[src/rtl/bba_pkg.sv]
// Shared types, constants and tree-layout helpers for the buddy block allocator.
package bba_pkg;

    localparam int TOP_ORDER       = 10;
    localparam int MIN_BLOCK_BYTES = 16;
    localparam int HEADER_BYTES    = 16;

    localparam int UNIT_W     = TOP_ORDER;
    localparam int UNIT_COUNT = 1 << TOP_ORDER;
    localparam int ORD_W      = $clog2(TOP_ORDER + 2);
    localparam int ADDR_LSB   = $clog2(MIN_BLOCK_BYTES);
    localparam int SIZE_W     = 25;
    localparam int NEED_W     = SIZE_W + 1;

    // Free-map rows: each order packs its tree nodes into 32-bit rows.
    localparam int ROW_BITS  = 32;
    localparam int ROW_SHIFT = $clog2(ROW_BITS);

    function automatic int rows_of(int j);
        int bits;
        bits = 1 << (TOP_ORDER - j);
        return (bits + ROW_BITS - 1) / ROW_BITS;
    endfunction

    function automatic int row_base(int k);
        int b;
        b = 0;
        for (int j = 0; j <= TOP_ORDER; j++) begin
            if (j < k) begin
                b = b + rows_of(j);
            end
        end
        return b;
    endfunction

    function automatic int row_order(int r);
        int o;
        o = 0;
        for (int j = 0; j <= TOP_ORDER; j++) begin
            if (r >= row_base(j)) begin
                o = j;
            end
        end
        return o;
    endfunction

    localparam int FM_ROWS  = row_base(TOP_ORDER + 1);
    localparam int FM_ROW_W = $clog2(FM_ROWS);
    localparam int TOP_ROW  = FM_ROWS - 1;

    localparam int AM_ROWS  = UNIT_COUNT / ROW_BITS;
    localparam int AM_ROW_W = $clog2(AM_ROWS);

    typedef enum logic [1:0] {
        STAT_OK       = 2'd0,
        STAT_NO_BLOCK = 2'd1,
        STAT_BAD_FREE = 2'd2
    } status_t;

    typedef enum logic {
        REQ_ALLOC = 1'b0,
        REQ_FREE  = 1'b1
    } req_t;

    typedef enum logic [3:0] {
        OP_NOP,
        OP_LOAD,
        OP_PICK,
        OP_TAKE,
        OP_SPLIT_RD,
        OP_SET_WR,
        OP_AM_RD,
        OP_AM_SET,
        OP_MARK_CLR,
        OP_BUDDY_RD,
        OP_BUDDY_CLR,
        OP_HOME_RD,
        OP_FAIL_NOBLK,
        OP_FAIL_BAD,
        OP_OUT
    } dp_op_t;

    typedef struct packed {
        dp_op_t op;
    } dp_cmd_t;

    typedef struct packed {
        logic is_free;
        logic alloc_fail;
        logic bad_addr;
        logic mark_set;
        logic k_gt_want;
        logic k_lt_top;
        logic mate_free;
        logic out_free;
    } dp_sts_t;

    typedef enum logic [3:0] {
        ST_IDLE,
        ST_DECIDE,
        ST_TAKE,
        ST_SPLIT,
        ST_SPLIT_WR,
        ST_ASET,
        ST_MCHK,
        ST_BUDDY,
        ST_BCHK,
        ST_HOME_WR,
        ST_DONE
    } ctl_state_t;

endpackage

[src/rtl/bba_ctrl.sv]
// Controller: sequences search, split, mark and coalesce steps for one request.
module bba_ctrl import bba_pkg::*; (
    input  logic    aclk,
    input  logic    aresetn,
    input  logic    s_valid,
    output logic    s_ready,
    input  dp_sts_t sts,
    output dp_cmd_t cmd
);

    ctl_state_t state_reg, state_next;

    always_ff @(posedge aclk) begin
        if (!aresetn) begin
            state_reg <= ST_IDLE;
        end else begin
            state_reg <= state_next;
        end
    end

    always_comb begin
        state_next = state_reg;
        unique case (state_reg)
            ST_IDLE:     if (s_valid) state_next = ST_DECIDE;
            ST_DECIDE: begin
                if (sts.is_free) begin
                    state_next = sts.bad_addr ? ST_DONE : ST_MCHK;
                end else begin
                    state_next = sts.alloc_fail ? ST_DONE : ST_TAKE;
                end
            end
            ST_TAKE:     state_next = ST_SPLIT;
            ST_SPLIT:    state_next = sts.k_gt_want ? ST_SPLIT_WR : ST_ASET;
            ST_SPLIT_WR: state_next = ST_SPLIT;
            ST_ASET:     state_next = ST_DONE;
            ST_MCHK:     state_next = sts.mark_set ? ST_BUDDY : ST_DONE;
            ST_BUDDY:    state_next = sts.k_lt_top ? ST_BCHK : ST_HOME_WR;
            ST_BCHK:     state_next = sts.mate_free ? ST_BUDDY : ST_HOME_WR;
            ST_HOME_WR:  state_next = ST_DONE;
            ST_DONE:     if (sts.out_free) state_next = ST_IDLE;
            default:     state_next = ST_IDLE;
        endcase
    end

    always_comb begin
        cmd.op  = OP_NOP;
        s_ready = 1'b0;
        unique case (state_reg)
            ST_IDLE: begin
                s_ready = 1'b1;
                if (s_valid) cmd.op = OP_LOAD;
            end
            ST_DECIDE: begin
                if (sts.is_free) begin
                    cmd.op = sts.bad_addr ? OP_FAIL_BAD : OP_AM_RD;
                end else begin
                    cmd.op = sts.alloc_fail ? OP_FAIL_NOBLK : OP_PICK;
                end
            end
            ST_TAKE:     cmd.op = OP_TAKE;
            // walk down, freeing each upper half
            ST_SPLIT:    cmd.op = sts.k_gt_want ? OP_SPLIT_RD : OP_AM_RD;
            ST_SPLIT_WR: cmd.op = OP_SET_WR;
            ST_ASET:     cmd.op = OP_AM_SET;
            ST_MCHK:     cmd.op = sts.mark_set ? OP_MARK_CLR : OP_FAIL_BAD;
            ST_BUDDY:    cmd.op = sts.k_lt_top ? OP_BUDDY_RD : OP_HOME_RD;
            // merge while the buddy is free, else drop the merged block in place
            ST_BCHK:     cmd.op = sts.mate_free ? OP_BUDDY_CLR : OP_HOME_RD;
            ST_HOME_WR:  cmd.op = OP_SET_WR;
            ST_DONE:     if (sts.out_free) cmd.op = OP_OUT;
            default:     cmd.op = OP_NOP;
        endcase
    end

endmodule

[config.mk]
export PLATFORM = sky130hd
export DESIGN_NAME = bba_ctrl
export DESIGN_NICKNAME = d
export VERILOG_FILES = /design/src/rtl/bba_pkg.sv /design/src/rtl/bba_ctrl.sv
export SDC_FILE = /design/constraint.sdc
export NUM_CORES = 1
export LEC_CHECK = 0
export BUFFER_PORTS_ARGS = -buffer_cell sky130_fd_sc_hd__buf_2
export CAP_MARGIN = 20
export CORE_AREA = 4 4 41 43
export CTS_BUF_LIST = sky130_fd_sc_hd__clkbuf_4 sky130_fd_sc_hd__clkbuf_8
export CTS_CLUSTER_SIZE = 25
export DETAILED_ROUTE_END_ITERATION = 10
export DIE_AREA = 0 0 45 47
export GPL_TIMING_DRIVEN = 0
export PLACE_DENSITY_LB_ADDON = 0.08
export SLEW_MARGIN = 0
export SYNTH_ARGS = -nofsm -noshare
export SYNTH_HDL_FRONTEND = slang
export SYNTH_SLANG_ARGS = --single-unit
[constraint.sdc]
create_clock -name aclk -period 1.6 [get_ports aclk]
set_input_delay 0.16 -clock aclk [delete_from_list [all_inputs] [get_ports aclk]]
set_output_delay 0.16 -clock aclk [all_outputs]
set_load 0.005 [all_outputs]
# Word-level counts from Yosys, hierarchy flattened
# Index checks and enable logic that the tools add are counted.
dict set report totals {
  register_bits 4
  wordCells 39
}
dict set report classes {
  eq_ne 12
  muxes 21
  n_reduce_logical 5
}
# cell count
set ops {}
lappend ops {{$mux W4} 11}
lappend ops {{$pmux W4 S10} 1}
lappend ops {{$pmux W4 S9} 1}
lappend ops {{$eq A4 B3 Y1 const B} 4}
lappend ops {{$eq A4 B4 Y1 const B} 3}
lappend ops {{$eq A4 B2 Y1 const B} 2}
lappend ops {{$reduce_or A2 Y1} 3}
lappend ops {{$mux W1} 5}
lappend ops {{$eq A4 B1 Y1 const B} 1}
lappend ops {{$logic_not A4 Y1} 1}
lappend ops {{$mux W2} 2}
lappend ops {{$ne A2 B2 Y1 const B} 2}
lappend ops {{$mux W3} 1}
lappend ops {{$reduce_and A2 Y1} 1}

# Logic depth before layout (Yosys ltp)
# Gate-level depths: netlist (run 1).
dict set report logic_depth {
  ltp_word 3
  depth_mapped 5
  depth_no_buf 4
}

# Least setup slack after synthesis (run 1)
# No wires, ideal clock.
dict set report synth_path {
  path_type {reg2reg}
  startpoint {register state_reg[0]}
  endpoint {register state_reg[0]}
  setup_time_ns 0.103
  arrival_time_ns 1.223
  required_ns 1.497
  setup_slack_ns 0.273
  stages_incl_launch_ff 6
  cell_sequence {dfxtp_1 > buf_6 > nand2b_4 > o32a_1 > o32a_1 > a2111oi_2}
}
dict set report synth_between {
  elab_chain_cells 3
  elab_cells_between_ends 17
  cone_classes {eq/ne: 12; mux: 1; reduce/logical: 4}
}
# element line_no
set synth_lines {}
lappend synth_lines {{start, declared} bba_ctrl.sv:11} ;# ctl_state_t state_reg, state_next;
lappend synth_lines {{start signal, assigned} bba_ctrl.sv:17} ;# state_reg <= state_next;
lappend synth_lines {{$eq A4 B4 Y1 (tied with other cells)} bba_ctrl.sv:23} ;# unique case (state_reg)
lappend synth_lines {{$reduce_or A2 Y1 (no source line) or $ne A2 B2 Y1 (tied branches)} n/a}
lappend synth_lines {{$pmux W4 S9 or $reduce_and A2 Y1 (tied branches)} n/a}
# Parallel ways exist; a longest one is shown, timed or not.
# A chain may end at the register's enable or synchronous reset.

==> results of run 1 <==
## where the power goes
| part | total (mW) | switching [mW] | internal [mW] |
|---|---|---|---|
| sequential | 0.167 | 0.0272 | 0.140 |
| combinational | 0.803 | 0.427 | 0.376 |
| clock | 0.122 | 0.0381 | 0.0836 |
| total | 1.09 | 0.492 | 0.599 |
## worst paths after layout
path	to	startpoint	slack, ns	cells after the start
min	state_reg[2]	aresetn	0.18	2
max	cmd[1]	state_reg[0]	0.0004	6
max reg2reg	state_reg[0]	state_reg[0]	0.20	5
min reg2reg	state_reg[1]	state_reg[0]	0.70	3
## layer usage
layer | track usage | wire (µm)
met5 | 0 | 0
met4 | 0.01754 | 16
met3 | 0.06130 | 109
met2 | 0.2203 | 703
met1 | 0.1973 | 696
## stage by stage
stage,hold slack (ns),utilization
2_1_floorplan,0.2817,-
4_1_cts,0.1762,0.4875
3_5_place_dp,0.4232,0.4433
3_3_place_gp,0.4209,0.4433
5_1_grt,0.1942,0.5144
6_report,0.1827,0.5144
## critical path, stage by stage (launching register included)
cell	delay, ns
dfxtp_2	0.31
buf_6	0.12
nand2b_4	0.06
o32a_1	0.29
o32a_1	0.20
o211ai_1	0.09
buf_2	0.14
## cells by family (layout without fill, tap and decap cells)
family                 count (synthesis)  in the layout
multiplexers                           2              2
AND/OR/NAND/NOR                       27             27
buffers and inverters                 11             34
flip-flops                             4              4
AO/OA/AOI/OAI                         27             27
## cell usage in the layout, fill, tap and decap left out, types with 4 or more instances in the layout
cell type	n
nor2_1	6
buf_2	17
nand2_1	5
o21ai_0	6
inv_1	4
a21oi_1	4
buf_4	6
## layout make-up
class,count,area [µm²]
fill,137,631.9
multi-input combinational,56,361.6
timing repair buffer,20,112.6
sequential,4,83.83
buffer,6,51.30
clock buffer,3,22.52
inverter,5,18.77
tap,15,18.77
## what timing repair did
action                                  CTS  global route
endpoints found under the setup margin    4             4
pin swaps                                 1             0
endpoints found under the hold margin     0             0
setup buffers                             3             2
resized for setup                         7             8
==> summary.md, run 1 <==
The flow ran to the end, and the final reports show no timing, DRC or antenna violations. Share of synthesized flip-flops with an asynchronous set or reset: 0. The worst setup path is captured at a primary output. The final setup violation count was 0; the standard-cell row count was 13. The number of antenna violations at the first check in global routing was 0; the area fraction in compound gates after synthesis was 0.3756. The instance count after placement with tap cells included is 101. Yosys attributes the largest share of cell area to dfxtp_1 17%, o21ai_0 8.3%, nor2_1 5.4%, a21oi_1 5.2%, o211ai_1 4.7%.

TritonCTS built the clock tree. For the number of buffers on the longest clock path, the log shows 2. The flop and latch count out of synthesis is 4.

The critical path class is reg -> out. Excluding fillers, the count of instances in the completed layout stands at 109. After synthesis, the largest family of logic cells by area is compound AO/OA/AOI/OAI gates.

The synthesized area per cell was 6.802 µm². Number of buffers inserted by port buffering: 15. The root buffer cell chosen for the clock tree is clkbuf_4.

The layout overhead on the synthesized area came out at 38.60%. The die covers 2115 µm². The tightest min-delay check is of the in -> reg type. The vertical die dimension is 47 µm, and the total detailed-routing wirelength is 1525 µm. Library cell with the highest instance count after synthesis: o21ai_0. On the final layout, the worst clock skew is 0.007803 ns. The primary flip-flop cell chosen by synthesis mapping is dfxtp_1. The via count of the first global-routing pass is 528, and the last weighted congestion value of the routability-driven placer is 0.8117. The maximum ir drop on the vdd rail was 0.9395 mV. The worst max-slew margin expressed relative to the limit came out at 0.7962.

The critical-path maximum fanout is 7. The clock drives 4 sinks. The clock-pin slew of the registers on the worst-case setup and hold paths came out at 0.04 ns.

The number of distinct library cells after synthesis is 29, and the CTS buffer count is 3. The data arrival time of the critical path was 1.44 ns. The tool flagged a number of max-cap violations equal to 0. The proportion of synthesized chip area in sequential cells was 0.1658; the share of synthesized area spent on multiplexers was 0.04145. By count the netlist is led by 8 x o21ai_0, 7 x nor2_1, 5 x a21oi_1, 5 x nand2_1. Net count after synthesis: 82. The post-synthesis share of cell area spent on and, or, nand and nor gates is 0.3083, and the residual antenna-violating net count after detailed routing is 0. Dividing the detail-routed via count by the number of cells gives 5.706. Timing would allow up to 0.6252 GHz. The total placed instance area is 576.8 µm². Setup repair after global routing could not meet its margin everywhere.

In the synthesized netlist, the number of instances is 71. The fraction of final layout cells with drive strength greater than 1 was 0.4043. The tools report the total iterations of the first detailed-routing run as 4. The synthesized design spends more area on one cell type than any other, namely dfxtp_1. The parity-gate share of the synthesized area counting xor and xnor cells is 0. For this run, design rule violations remaining after detail routing come to 0. The tools report the number of H-tree levels as 1.

The cts-stage hold buffer count was 0; the final critical-path setup slack was 0.0004106 ns. The startpoint type of the worst setup path was a flop. The run gives 0 as the count of antenna diodes in the layout.

The power per cell area works out to 1631 nW/µm². The design draws 1.092 mW. The horizontal extent of the die came out at 45 µm. The final number of max-transition violations was 0. Before CTS, the worst setup slack after placement is 0.006608 ns. For the number of warnings issued by yosys, the log shows 0. The final hold violation count is 0, and the wire length of the first global-routing pass is 2228 µm. The share of Yosys cell area claimed by the top area cell type was 0.1658; the overall fraction of global-route tracks in use was 0.1452. The adder-cell share of the synthesized area is 0, and the clock latency on the worst-skew pair is 0.23 ns.

The number of enable flip-flop cells after synthesis was 0. The post-synthesis instance area was 483.0 µm²; the layout net count was 107. The wire length per cell after detailed routing is 13.99 µm. Final worst-path cycle share: 0.9997. At the pin with the least slew margin, the transition time is 0.2972 ns. For the cell area after layout, the log shows 669.4 µm². The area of the core is 1301 µm², and the violation count after the first detailed-route iteration is 32. The worst path needs 1.600 ns of the cycle, external delays included. After legalization and detailed placement, the total HPWL measured 1019 µm. At the worst endpoint, the required time is 1.44 ns. Summing over every cut layer, the via total after detailed routing is 622.

The register with the most flip-flops in the layout has 4 of them. 16 I/O pins were placed. Entering global routing, the biggest net connects 11 pins. Summed over all layers, the global routing overflow is 0.

The effective utilization at floorplan is 0.3712. For this design the static power due to leakage is 0.3084 nW. For the final routed database, the setup TNS stands at 0 ns.
Power figures use the tool's default switching activity.
==> run 2: changes to the inputs <==
--- a/config.mk
+++ b/config.mk
@@ -12,7 +12,6 @@
 export CTS_CLUSTER_SIZE = 25
 export DETAILED_ROUTE_END_ITERATION = 10
 export DIE_AREA = 0 0 45 47
-export GPL_TIMING_DRIVEN = 0
 export PLACE_DENSITY_LB_ADDON = 0.08
 export SLEW_MARGIN = 0
 export SYNTH_ARGS = -nofsm -noshare
==> run 2 against run 1 <==
Clock skew shrank 0.0017 ns. Cell area grew 2.1%. Utilization grew 1.1 points. Worst setup slack gained 0.021 ns. Clock-buffer cell count is the same. Die area is the same. Sequential power grew 27%. Power grew 11%. Non-clock buffer count shrank 2. Via count shrank 3.2%.
==> summary.md, run 2 (same netlist as run 1, synthesis figures left out) <==
The flow ran to the end, and the final reports show no timing, DRC or antenna violations. The register with the most flip-flops in the layout has 4 of them. Final hold analysis gives a worst-case slack of 0.1858 ns.

The detail-routed via count per cell was 5.626; the pin count of the biggest net entering global routing was 14. The count of antenna diodes in the layout is 0, and the residual antenna-violating net count after detailed routing is 0. The worst register-to-register path ends at state_reg[0]. Clock tree synthesis inserted a total of 3 buffers.

Walking the worst path, the cells encountered are nand2b_4 -> o32a_1 -> o32a_1 -> o211ai_1 -> buf_2. After clock tree synthesis, the clock-pin slew on the worst setup and hold paths is 0.04 ns. The worst path needs 1.579 ns of the cycle, external delays included. Along the worst hold path, the cell count comes to 2. The first TritonRoute pass finished after 4 iterations. OpenSTA, run right after detailed placement, puts the worst setup slack at 0.1498 ns. The run gives 4 as the number of clock sinks.

In this run the critical register-to-register path is launched from state_reg[3]. The tools report the total detailed-routing wirelength as 1427 µm. The first global-routing pass estimated 2346 µm of wire. After detailed routing, the average wire length per cell comes to 13.34 µm. The critical path data required time is 1.44 ns, and the cell area after layout is 683.2 µm². STA classifies the critical path endpoint as a primary output. Static timing analysis puts the maximum clock frequency at 0.6334 GHz. The run gives 1 as the number of H-tree levels. The setup slack of the worst register-to-register path was 0.10 ns. The logs give 13 for the standard-cell row count and 0.7781 for the worst max-slew margin expressed relative to the limit.

The overall fraction of global-route tracks in use came out at 0.1517. The worst hold path begins at aresetn. Once layout is complete, the cells apart from fillers number 107. Final worst-path cycle share: 0.9867. The tools report the number of antenna violations at the first check in global routing as 0. Setup repair after global routing could not meet its margin everywhere. The clock latency on the worst-skew pair was 0.24 ns; the power per cell area was 1768 nW/µm². No sink is reached through more buffers than the 2 on the longest clock path. The worst setup path is of the reg -> out kind. The final hold violation count came out at 0. Residual overflow from global routing: 0. From left edge to right edge, the die measures 45 µm. Standard cell with the maximum stage delay on the critical path: dfxtp_4.

After the last flow step, the layout net total stands at 105. The actual slew at the worst max-slew pin is 0.3237 ns, and the count of maximum capacitance violations is 0. The top cell types in the final layout, fill and taps aside, are 15 x buf_2, 8 x o21ai_0, 7 x buf_4, 6 x nor2_1, 5 x nand2_1. For the worst flop-to-flop path, the logic depth is 5. The tools report the via count of the first global-routing pass as 542. The area of the core was 1301 µm²; the total power of the final layout was 1.208 mW. The layout overhead on the synthesized area was 41.45%. Setup violations remaining at the end of the flow were counted as 0.

Clock skew: 0.006104 ns. Data on the critical path arrives at its endpoint at 1.42 ns. Fill cells in the final layout number 142. For the post-route DRC violation count, the log shows 0. Summed over all cells, the static leakage comes to 0.3056 nW. TritonCTS built the clock tree. The tools report the clock root buffer as clkbuf_4.

The number of buffers inserted by port buffering was 15. The fraction of final layout cells with drive strength greater than 1 is 0.4130. In this run, the number of DRC markers left after iteration 0 of detailed routing was 4. For this design the top-level I/O count stands at 16.

For hold timing, the worst endpoint is state_reg[2]. Including well taps, the total number of placed cells is 100. The tools report the last weighted congestion value of the routability-driven placer as 0.8282.

The effective utilization at floorplan is 0.3712, and the maximum single-stage delay on the critical path is 0.34 ns. In this design, the critical path's most frequently occurring cell is o32a_1. The total placed instance area is 593.1 µm². Path class of the lowest-slack min-delay path: in -> reg.

Summed over all nets, the half-perimeter wirelength after detailed placement is 1084 µm. The logs give 0.02125 ns for the final critical-path setup slack and 0.8757 mV for the maximum ir drop on the vdd rail. Final number of max-transition violations: 0. The commonest non-fill, non-tap cell in the layout was buf_2. The die outline area is 2115 µm², and the vertical die dimension is 47 µm. After clock tree synthesis, the flow added hold-fix buffers numbering 0. Of all nets on the critical path, the largest fanout is 4.

The via count was 602. The startpoint type of the worst setup path was a flop.
[run 2: cell types whose count changed in the layout (fill, tap and decap cells not counted), moves of 2 or more]
cell,delta
dfxtp_4,+2
o21ai_1,-2
buf_2,-2
buf_6,-2
o21ai_0,+2
[run 2: per-layer routing]
metal,GRT usage,share of wire,vias up
met5,0,0,-
met4,0.03509,0,0
met3,0.06130,0.062,0
met2,0.2316,0.47,20
met1,0.2000,0.47,274
li1,-,-,308
[run 2: critical path, delay by kind of cell (launching register included)]
kind            cells  cell delay [ns]
compound gates      3             0.58
simple gates        1             0.14
buf+inv             1             0.13
flops               1             0.34
[run 2: what timing repair did]
item | CTS | global route
hold endpoints to repair | 0 | 0
buffers inserted | 2 | 2
gates resized for setup | 6 | 7
setup endpoints to repair | 3 | 4
[run 2: worst max-delay path by stage]
stage | startpoint | endpoint | slack [ns] | cells after the start
4_1_cts | state_reg[3] | cmd[1] | -0.01 | 5
3_3_place_gp | state_reg[3] | state_reg[0] | 0.14 | 4
3_5_place_dp | state_reg[3] | state_reg[0] | 0.15 | 4
5_1_grt | state_reg[3] | cmd[1] | -0.05 | 5
2_1_floorplan | state_reg[0] | state_reg[0] | 0.27 | 5
6_report | state_reg[3] | cmd[1] | 0.02 | 5
[run 2: layout make-up]
class,instances,area [µm²],share of cell area
Timing Repair Buffer,24,158.9,0.2326
Sequential cell,4,90.09,0.1319
Inverter,5,23.77,0.03480
Clock buffer,3,22.52,0.03297
Multi-Input combinational cell,56,369.1,0.5403
Tap cell,15,18.77,0.02747
[run 2: per-stage QoR]
stage	setup TNS, ns	util
6_report	0	0.5250
2_1_floorplan	0	-
4_1_cts	-0.01162	0.4923
3_3_place_gp	0	0.4558
3_5_place_dp	0	0.4558
5_1_grt	-0.06654	0.5250
[run 2: report_power, final]
part           switching [mW]  leakage (nW)  total (mW)  internal (mW)
Sequential             0.0583        0.0350       0.212          0.154
Combinational           0.449         0.257       0.871          0.422
Clock                  0.0408        0.0138       0.125         0.0838
==> run 3: changes to the inputs <==
--- a/config.mk
+++ b/config.mk
@@ -5,6 +5,7 @@
 export SDC_FILE = /design/constraint.sdc
 export NUM_CORES = 1
 export LEC_CHECK = 0
+export ABC_AREA = 1
 export BUFFER_PORTS_ARGS = -buffer_cell sky130_fd_sc_hd__buf_2
 export CAP_MARGIN = 20
 export CORE_AREA = 4 4 41 43
==> run 3 against run 2 <==
First-iteration DRC count rose to 4.0 times the previous value. Power down 12%. Utilization down 4.5 points. Sequential power down 2%. Highest routed layer is now met4. Clock power about the same. Clock-buffer cell count unchanged. Sequential share of layout area up 0.44 points. Critical path depth up 1. Area after synthesis up 2.1%. Final cell count up 21%. Via count up 2.7%.
==> summary.md, run 3 <==
The wire length per cell after detailed routing is 10.10 µm, and the number of antenna violations at the first check in global routing is 0. For the number of buffers on the longest clock path, the log shows 2. The clock latency on the worst-skew pair was 0.23 ns. The most used flip-flop cell after synthesis is dfxtp_1.

In this run the post-CTS setup repair buffer count came out at 0. The run gives 0 as the count of antenna diodes in the layout. The critical path data required time came out at 1.44 ns.

The maximum single-stage delay on the critical path works out to 0.33 ns. The critical path is of the reg -> out type. In this run the clock root is driven by a clkbuf_4.

During placement, the flow inserted port buffers numbering 15. The CTS buffer count was 3. Counting every instance in the synthesized netlist gives 97.

Counting buffers and inverters, the worst setup path is 6 cells deep. Yosys printed 0 warnings. Final setup violation count: 0. Clock-pin slew was measured on the worst setup and hold paths at 0.04 ns. A synthesized cell averages 5.082 µm².

The logs give 1099 µm for the detailed placement HPWL and 7 for the pin count of the biggest net entering global routing. Synthesis inferred 4 register bits. The critical path goes through nor2_1 -> nand2_1 -> nor2_1 -> a21oi_1 -> nand4_1 -> buf_2. Synthesis instantiated 15 different standard cells from the library. Depth of the worst register-to-register path: 7.

The tools report the end of the critical path as cmd[1]. Summing all placed instances gives a cell area of 586.8 µm². The power per cell area came out at 1704 nW/µm². Hold is met by 0.1417 ns. In the routed design, unresolved DRC markers number 0.

STA classifies the critical path startpoint as a flop. The fraction of final layout cells with drive strength greater than 1 was 0.2957. Once routing completed, OpenROAD measured the worst setup slack at 0.09171 ns.

For the violation count after the first detailed-route iteration, the log shows 16. Setup repair after global routing could not meet its margin everywhere. The floorplan step defined a die boundary enclosing 2115 µm². Across the VDD grid, the largest voltage drop is 0.6547 mV. Commonest non-fill, non-tap cell in the layout: nand2_1.

From bottom edge to top edge, the die measures 47 µm. The register with the most flip-flops in the layout has 4 of them. The worst register-to-register path ends at state_reg[0]. The clock net in this run drives a total of 4 sinks.

In this run the cell area of the synthesized design comes to 493.0 µm². The run gives 1 as the number of H-tree levels. Standard cell with the maximum stage delay on the critical path: dfxtp_2. The worst setup path is captured at a primary output. In the final layout, flip-flops and latches occupy 85.08 µm². The overall fraction of global-route tracks in use is 0.1406.

Wires add up to 1313 µm. The floorplan step set the die width to 45 µm. The tools report the static leakage as 0.4043 nW. The clock skew came out at 0.001591 ns. The data arrival time of the critical path is 1.35 ns, and the final hold violation count is 0. Area of the core: 1301 µm². The area of the multi-input gates is 347.8 µm². Counting I/O delays and the setup requirement, the final critical path takes 1.508 ns. Path class of the lowest-slack min-delay path: in -> reg.

The share of synthesized flip-flops with an asynchronous set or reset was 0; the last weighted congestion value of the routability-driven placer was 0.8271. The count of buffer and inverter cells on the critical path is 1. The logs give 618 for the via count and 130 for the number of standard cells in the final layout excluding fillers. The layout net count is 128, and the net count after synthesis is 108. The final worst-path cycle share is 0.9427, and the layout overhead on the synthesized area is 26.65%. The run gives 0.4798 as the utilization of the core after routing. The residual overflow from global routing came out at 0.

TritonCTS built the clock tree. Dividing the detail-routed via count by the number of cells gives 4.754. Tracing the worst setup path back leads to its startpoint at state_reg[2]. Max-cap violations in this run came to 0. For the effective utilization at floorplan, the log shows 0.3788.

The library cell with the highest instance count after synthesis is nand2_1. After synthesis, the cell types taking the most area are nand2_1 24%, dfxtp_1 16%, inv_1 13%, nor2_1 11%, nand3_1 9.1%. The most common cell type on the critical path is nor2_1. The finished cells cover 624.3 µm².

16 I/O pins were placed. For flop-to-flop paths, the worst setup slack is 0.45 ns. The top cell type by total area after synthesis is nand2_1. The run gives 0 as the final number of max-transition violations.

The logs give 0.3041 ns for the setup slack at placement and 2104 µm for the wire length of the first global-routing pass. Grouping stages by cell kind, the critical path spends the most delay in simple AND/OR/NAND/NOR gates. The logs give 0.6630 GHz for the highest achievable clock rate and 0 for the cts-stage hold buffer count. The pre-antenna-repair detailed-routing pass consisted of 4 iterations.

The number of enable flip-flop cells after synthesis works out to 0. Along the worst path, the maximum fanout reaches 4. The tools report the instance count after placement with tap cells included as 127. The top cell types in the final layout, fill and taps aside, are 32 x nand2_1, 17 x inv_1, 15 x buf_2, 12 x nor2_1, 9 x nand3_1. The standard-cell row count was 13; the share of Yosys cell area claimed by the top area cell type was 0.2437.

The tools report the launch point of the worst reg-to-reg path as state_reg[2]. The via count of the first global-routing pass was 504. The flow ran to the end, and the final reports show no timing, DRC or antenna violations. At the pin with the least slew margin, the transition time is 0.2502 ns.

The worst max-slew margin expressed relative to the limit is 0.8326, and the proportion of synthesized chip area in sequential cells is 0.1624. The tools report the fill cell total of the finished layout as 153. The commonest cells after synthesis are 32 x nand2_1, 17 x inv_1, 14 x nor2_1.

Once detail routing completed, the nets flagged for antenna violations numbered 0.
run 3: area by class of cell:
| class | count | share of cell area |
|---|---|---|
| Inverter | 20 | 0.1202 |
| Sequential cell | 4 | 0.1363 |
| Timing Repair Buffer | 15 | 0.1202 |
| Tap cell | 15 | 0.03006 |
| Multi-Input combinational cell | 73 | 0.5571 |
| Clock buffer | 3 | 0.03607 |
run 3: per-stage QoR:
stage	power (mW)	setup TNS [ns]
after detailed placement	0.8998	0
after CTS	1.029	0
final	1.064	0
after floorplan	0.6800	0
after global routing	1.183	-0.007767
after global placement	0.9033	0
run 3: timing repair:
item                                    CTS  global route
gates resized for setup                   0             7
endpoints found under the setup margin    0             3
endpoints found under the hold margin     0             0
run 3: worst register-to-register path, delay by kind of cell, from the launching register on:
family           cells  cell delay (ns)
AND/OR/NAND/NOR      7             0.75
flip-flops           1             0.33
run 3: worst min-delay path by stage:
stage | startpoint | end | slack, ns | depth (start not counted)
finish | aresetn | state_reg[1] | 0.14 | 3
global route | aresetn | state_reg[1] | 0.15 | 3
CTS | aresetn | state_reg[1] | 0.14 | 3
detailed placement | aresetn | state_reg[1] | 0.38 | 3
global placement | aresetn | state_reg[1] | 0.38 | 3
floorplan | aresetn | state_reg[1] | 0.26 | 2
run 3: metal layers:
metal	routed length [µm]	vias to the layer above	track usage
li1	-	337	-
met1	630	255	0.1841
met2	592	24	0.2232
met3	73	2	0.03065
met4	17	0	0.05848
met5	0	-	0
run 3: report_power, final:
group          switching [mW]  total [mW]  internal [mW]
registers              0.0590       0.207          0.148
logic                   0.441       0.731          0.290
clock network          0.0418       0.126         0.0839
run 3: kinds of logic after synthesis:
| family | share of synthesized area |
|---|---|
| AO/OA/AOI/OAI | 0.05329 |
| buffers and inverters | 0.1523 |
| flip-flops | 0.1624 |
| AND/OR/NAND/NOR | 0.6320 |
